==> src/rtl/bpa_pkg.sv <==
// ----------------------------------------------------------------------------
// bpa_pkg
// Shared constants, types and helper functions of the buddy page allocator.
// ----------------------------------------------------------------------------
package bpa_pkg;

    localparam int MAX_ORDER = 10;
    localparam int PAGES     = 1 << MAX_ORDER;

    // Fixed port field widths
    localparam int SIZE_W  = 11;
    localparam int PAGE_W  = 10;
    localparam int ORDER_W = 4;
    localparam int STAT_W  = 2;

    // Free map layout: low orders live in a word memory, high orders in flops
    localparam int LOG_W   = 5;
    localparam int WORD_W  = 1 << LOG_W;
    localparam int LOWN    = MAX_ORDER - LOG_W;
    localparam int NROWS   = (2 << LOWN) - 2;
    localparam int ROW_W   = $clog2(NROWS);
    localparam int NORD    = MAX_ORDER + 1;

    // Status codes
    localparam logic [STAT_W-1:0] ST_OK  = 2'd0;
    localparam logic [STAT_W-1:0] ST_OOM = 2'd1;
    localparam logic [STAT_W-1:0] ST_BAD = 2'd2;
    localparam logic [STAT_W-1:0] ST_UNK = 2'd3;

    // Command kinds after classification
    localparam logic [1:0] K_ALLOC = 2'd0;
    localparam logic [1:0] K_FREE  = 2'd1;
    localparam logic [1:0] K_BAD   = 2'd2;

    localparam logic OP_ALLOC = 1'b0;

    typedef logic [WORD_W-1:0] t_word;

    typedef struct packed {
        logic [1:0]         kind;
        logic [ORDER_W-1:0] order;
        logic [PAGE_W-1:0]  page;
    } t_cmd;

    // First memory row of a low order
    function automatic logic [ROW_W-1:0] row_base(input logic [ORDER_W-1:0] o);
        logic [ROW_W:0] span;
        span = (ROW_W+1)'(2 << LOWN);
        return ROW_W'(span - (span >> o));
    endfunction

    // Row summary bits belonging to one low order
    function automatic t_word rows_of(input logic [NROWS-1:0] nz,
                                      input logic [ORDER_W-1:0] o);
        logic [NROWS-1:0] s;
        logic [WORD_W:0]  m;
        s = nz >> row_base(o);
        m = ((WORD_W+1)'(1) << ((WORD_W+1)'(1) << (LOWN[ORDER_W-1:0] - o))) - 1'b1;
        return WORD_W'(s) & m[WORD_W-1:0];
    endfunction

    function automatic logic [LOG_W-1:0] pe_word(input t_word v);
        logic [LOG_W-1:0] r;
        r = '0;
        for (int k = WORD_W - 1; k >= 0; k--) begin
            if (v[k]) begin
                r = LOG_W'(k);
            end
        end
        return r;
    endfunction

    function automatic logic [ORDER_W-1:0] pe_ord(input logic [NORD-1:0] v);
        logic [ORDER_W-1:0] r;
        r = '0;
        for (int k = NORD - 1; k >= 0; k--) begin
            if (v[k]) begin
                r = ORDER_W'(k);
            end
        end
        return r;
    endfunction

endpackage

==> src/rtl/bpa_front.sv <==
// ----------------------------------------------------------------------------
// bpa_front
// Takes requests, checks size and rounds it to an order, queues commands.
// ----------------------------------------------------------------------------
module bpa_front (
    input  logic                        i_clk,
    input  logic                        i_rst_n,
    input  logic                        i_push,
    output logic                        o_full,
    input  logic                        i_opcode,
    input  logic [bpa_pkg::SIZE_W-1:0]  i_size_pages,
    input  logic [bpa_pkg::PAGE_W-1:0]  i_start_page,
    output logic                        o_cmd_valid,
    output bpa_pkg::t_cmd               o_cmd,
    input  logic                        i_cmd_pop
);

    bpa_pkg::t_cmd r_q [2];
    logic          r_wp, r_rp;
    logic [1:0]    r_cnt;
    bpa_pkg::t_cmd cls;
    logic          push_ok;
    logic          pop_ok;

    always_comb begin
        cls.page  = i_start_page;
        cls.order = '0;
        for (int t = bpa_pkg::MAX_ORDER; t >= 0; t--) begin
            if ((32'(1) << t) >= 32'(i_size_pages)) begin
                cls.order = bpa_pkg::ORDER_W'(t);
            end
        end
        if (i_opcode != bpa_pkg::OP_ALLOC) begin
            cls.kind = bpa_pkg::K_FREE;
        end else if (i_size_pages == '0 || 32'(i_size_pages) > 32'(bpa_pkg::PAGES)) begin
            cls.kind = bpa_pkg::K_BAD;
        end else begin
            cls.kind = bpa_pkg::K_ALLOC;
        end
    end

    assign o_full      = (r_cnt == 2'd2);
    assign o_cmd_valid = (r_cnt != 2'd0);
    assign o_cmd       = r_q[r_rp];
    assign push_ok     = i_push && !o_full;
    assign pop_ok      = i_cmd_pop && o_cmd_valid;

    always_ff @(posedge i_clk) begin
        if (!i_rst_n) begin
            r_wp  <= 1'b0;
            r_rp  <= 1'b0;
            r_cnt <= 2'd0;
        end else begin
            if (push_ok) begin
                r_wp <= !r_wp;
            end
            if (pop_ok) begin
                r_rp <= !r_rp;
            end
            r_cnt <= r_cnt + 2'(push_ok) - 2'(pop_ok);
        end
    end

    always_ff @(posedge i_clk) begin
        if (push_ok) begin
            r_q[r_wp] <= cls;
        end
    end

endmodule

==> config.mk <==
export PLATFORM = sky130hd
export DESIGN_NAME = bpa_front
export DESIGN_NICKNAME = d
export VERILOG_FILES = /design/src/rtl/bpa_pkg.sv /design/src/rtl/bpa_front.sv
export SDC_FILE = /design/constraint.sdc
export NUM_CORES = 1
export LEC_CHECK = 0
export BUFFER_PORTS_ARGS = -buffer_cell sky130_fd_sc_hd__buf_2
export CORE_AREA = 10 10 67 69
export DETAILED_ROUTE_END_ITERATION = 8
export DIE_AREA = 0 0 77 79
export PLACE_DENSITY = 0.78
export SLEW_MARGIN = 40
export SYNTH_ARGS = -nofsm -noshare
export SYNTH_HDL_FRONTEND = slang
export SYNTH_SLANG_ARGS = --single-unit
==> constraint.sdc <==
create_clock -name i_clk -period 3.9 [get_ports i_clk]
set_input_delay 0.78 -clock i_clk [delete_from_list [all_inputs] [get_ports i_clk]]
set_output_delay 0.78 -clock i_clk [all_outputs]
set_load 0.01 [all_outputs]
==> results.json <==
{
  "layout_common_cells": "43 x buf_2, 32 x edfxtp_1, 16 x mux2_2",
  "areaGrowthSynthToFinish_pct": 20.4,
  "dr.pass1.iters": 4,
  "antenna-diode-count": 0,
  "fin_crit_sh": 0.636,
  "synth.net_count": 147,
  "yosysSeqAreaShare": 0.630,
  "start_util": 0.521,
  "pre_cts_slack_ns": 1.46,
  "vias": 1123,
  "drc": 0,
  "io_buffers": 43,
  "rsz0062_at_grt": "false",
  "slew_headroom": 0.515,
  "final_common_cell": "buf_2",
  "ys_ff_latch": 37,
  "wl_met1_um": 1340,
  "cts_resized": 0,
  "clk_path_buf_depth": 2,
  "max_freq_mhz": 403,
  "grt_max_degree": 17,
  "synthCells": 119,
  "critical_path_buf_inv_count": 1,
  "cts_hold_buf": 0,
  "drt_iter0_markers": 100,
  "place_congestion": 0.954,
  "dieArea_um2": 6080,
  "cp.arrival_ns": 1.70,
  "overflow": 0,
  "clkTransAtPathRegs_ns": 0.12,
  "synth_ff_type": "edfxtp_1",
  "fill_cells": 270,
  "pin_count": 44,
  "syn_avg_cell_area_um2": 14.2,
  "nNetsFinal": 194,
  "dieHeight_um": 79,
  "fp.dieW_um": 77,
  "path_class": "flop to output pin",
  "ir_worst_vdd_v": 0.000353,
  "fin_setup_tns_ns": 0,
  "crit_chain": "mux2_2 -> buf_2",
  "drive_above_1_share": 0.425,
  "critPathMaxStageDelay_ns": 0.80,
  "rows": 21,
  "antenna_found_initial": 0,
  "start_kind": "flop",
  "clock_sinks": 37,
  "end_kind": "output pin",
  "hold_viol_final": 0,
  "finalWirelength_um": 3250,
  "setup_viol": 0,
  "synth_cell_type_count": 38,
  "crit_fanout": 16,
  "power_leakage_nw": 0.780,
  "cts_buffers": 5,
  "seq_area_um2": 1060,
  "cp.required_ns": 3.12,
  "hp-class": "flop to flop",
  "clock-root-buffer": "clkbuf_4",
  "cts_tree": "built",
  "wl_per_cell_um": 15.2,
  "yosysWarnings": 0,
  "antenna_left": 0,
  "slowest_stage": "dfxtp_1",
  "cp_top_family": "flip-flops",
  "grt_usage": 0.108,
  "postCtsSetupBuffers": 0,
  "fin_crit_ns": 2.48,
  "htreeDepth": 2,
  "timing.final.ws_setup_ns": 1.42,
  "insertion_delay_ns": 0.34,
  "synth-edff-count": 32,
  "drv_cap": 0,
  "wl_met3_um": 182,
  "grt_pass1_wl_um": 5310,
  "synth_async_sr_flop_share": 0,
  "dp_hpwl_um": 2410,
  "powerDensity_nw_per_um2": 547,
  "met2_wirelength_um": 1650,
  "multi_input_area_um2": 598,
  "worstMarginPinSlew_ns": 0.727,
  "status": "finished, final reports clean",
  "avgViaCountPerCell": 5.27,
  "core_um2": 3230,
  "syn_area_um2": 1690,
  "maxSlewViolCount": 0,
  "skew_ns": 0.0151,
  "top_layer_used": "met4",
  "grt_pass1_vias": 1170
}
==> cell usage after synthesis, types with 3 or more instances <==
cell	number	area (um^2)
clkbuf_1	3	11.3
nand3_1	3	15.0
mux2_2	16	180
inv_1	3	11.3
nor3_1	3	15.0
dfxtp_1	5	100
nand2_1	3	11.3
mux2i_1	3	30.0
a21oi_1	5	25.0
xnor2_1	4	35.0
edfxtp_1	32	961
and2_1	4	25.0
nor2_1	6	22.5
==> layer usage <==
metal,GRT usage,up-vias
met5,0,-
met4,0.0547,0
met3,0.0383,5
met2,0.185,36
met1,0.117,528
li1,-,554
==> final timing paths <==
check	startpoint	endpoint	slack, ns	cells after the start
max	flop	o_cmd[6]	1.42	2
min	r_rp$_SDFFE_PN0P_	flop	0.56	2
max reg2reg	r_cnt[1]$_SDFF_PN0_	r_cnt[1]$_SDFF_PN0_	2.07	8
min reg2reg	r_rp$_SDFFE_PN0P_	flop	0.56	2
==> tightest hold or removal path, stage by stage, from the launching register on <==
cell and delay, ns:
dfxtp_1 0.35, xnor2_1 0.08, nor2b_1 0.10
==> flip-flops by register name, summed over array words and instances (netlist names), named ones only <==
register,cells
r_rp,1
r_cnt,2
r_wp,1
r_q,32
==> kinds of logic (layout without fill, tap and decap cells) <==
family | count (synthesis) | after routing | share of synthesized area
AO/OA/AOI/OAI | 18 | 18 | 0.0839
XOR/XNOR | 5 | 5 | 0.0260
buffers and inverters | 7 | 55 | 0.0156
adder cells (fa/ha/maj) | 2 | 2 | 0.0148
multiplexers | 19 | 19 | 0.125
AND/OR/NAND/NOR | 31 | 31 | 0.105
flip-flops | 37 | 37 | 0.630
==> final cells by class <==
type,instances,share of cell area
sequential,37,0.523
multi-input combinational,75,0.295
timing repair buffer,44,0.110
tap,46,0.0284
clock inverter,3,0.0203
clock buffer,5,0.0185
inverter,3,0.00555
==> where the power goes <==
part	switching (mW)	internal [mW]
Combinational	0.151	0.155
Sequential	0.0389	0.506
Clock	0.126	0.133
==> stage by stage <==
stage / instance area, um^2 / hold slack [ns] / utilization / power (mW) / cells
finish: 2030 / 0.560 / 0.628 / 1.11 / 213
global route: 2030 / 0.592 / 0.628 / 1.18 / 213
CTS: 2030 / 0.567 / 0.628 / 1.12 / 213
detailed placement: 1950 / 0.538 / 0.604 / 0.867 / 205
global placement: 1950 / 0.524 / 0.604 / 0.853 / 205
floorplan: 1690 / 0.504 / - / 0.746 / 119
(Power assumes the default switching activity.)
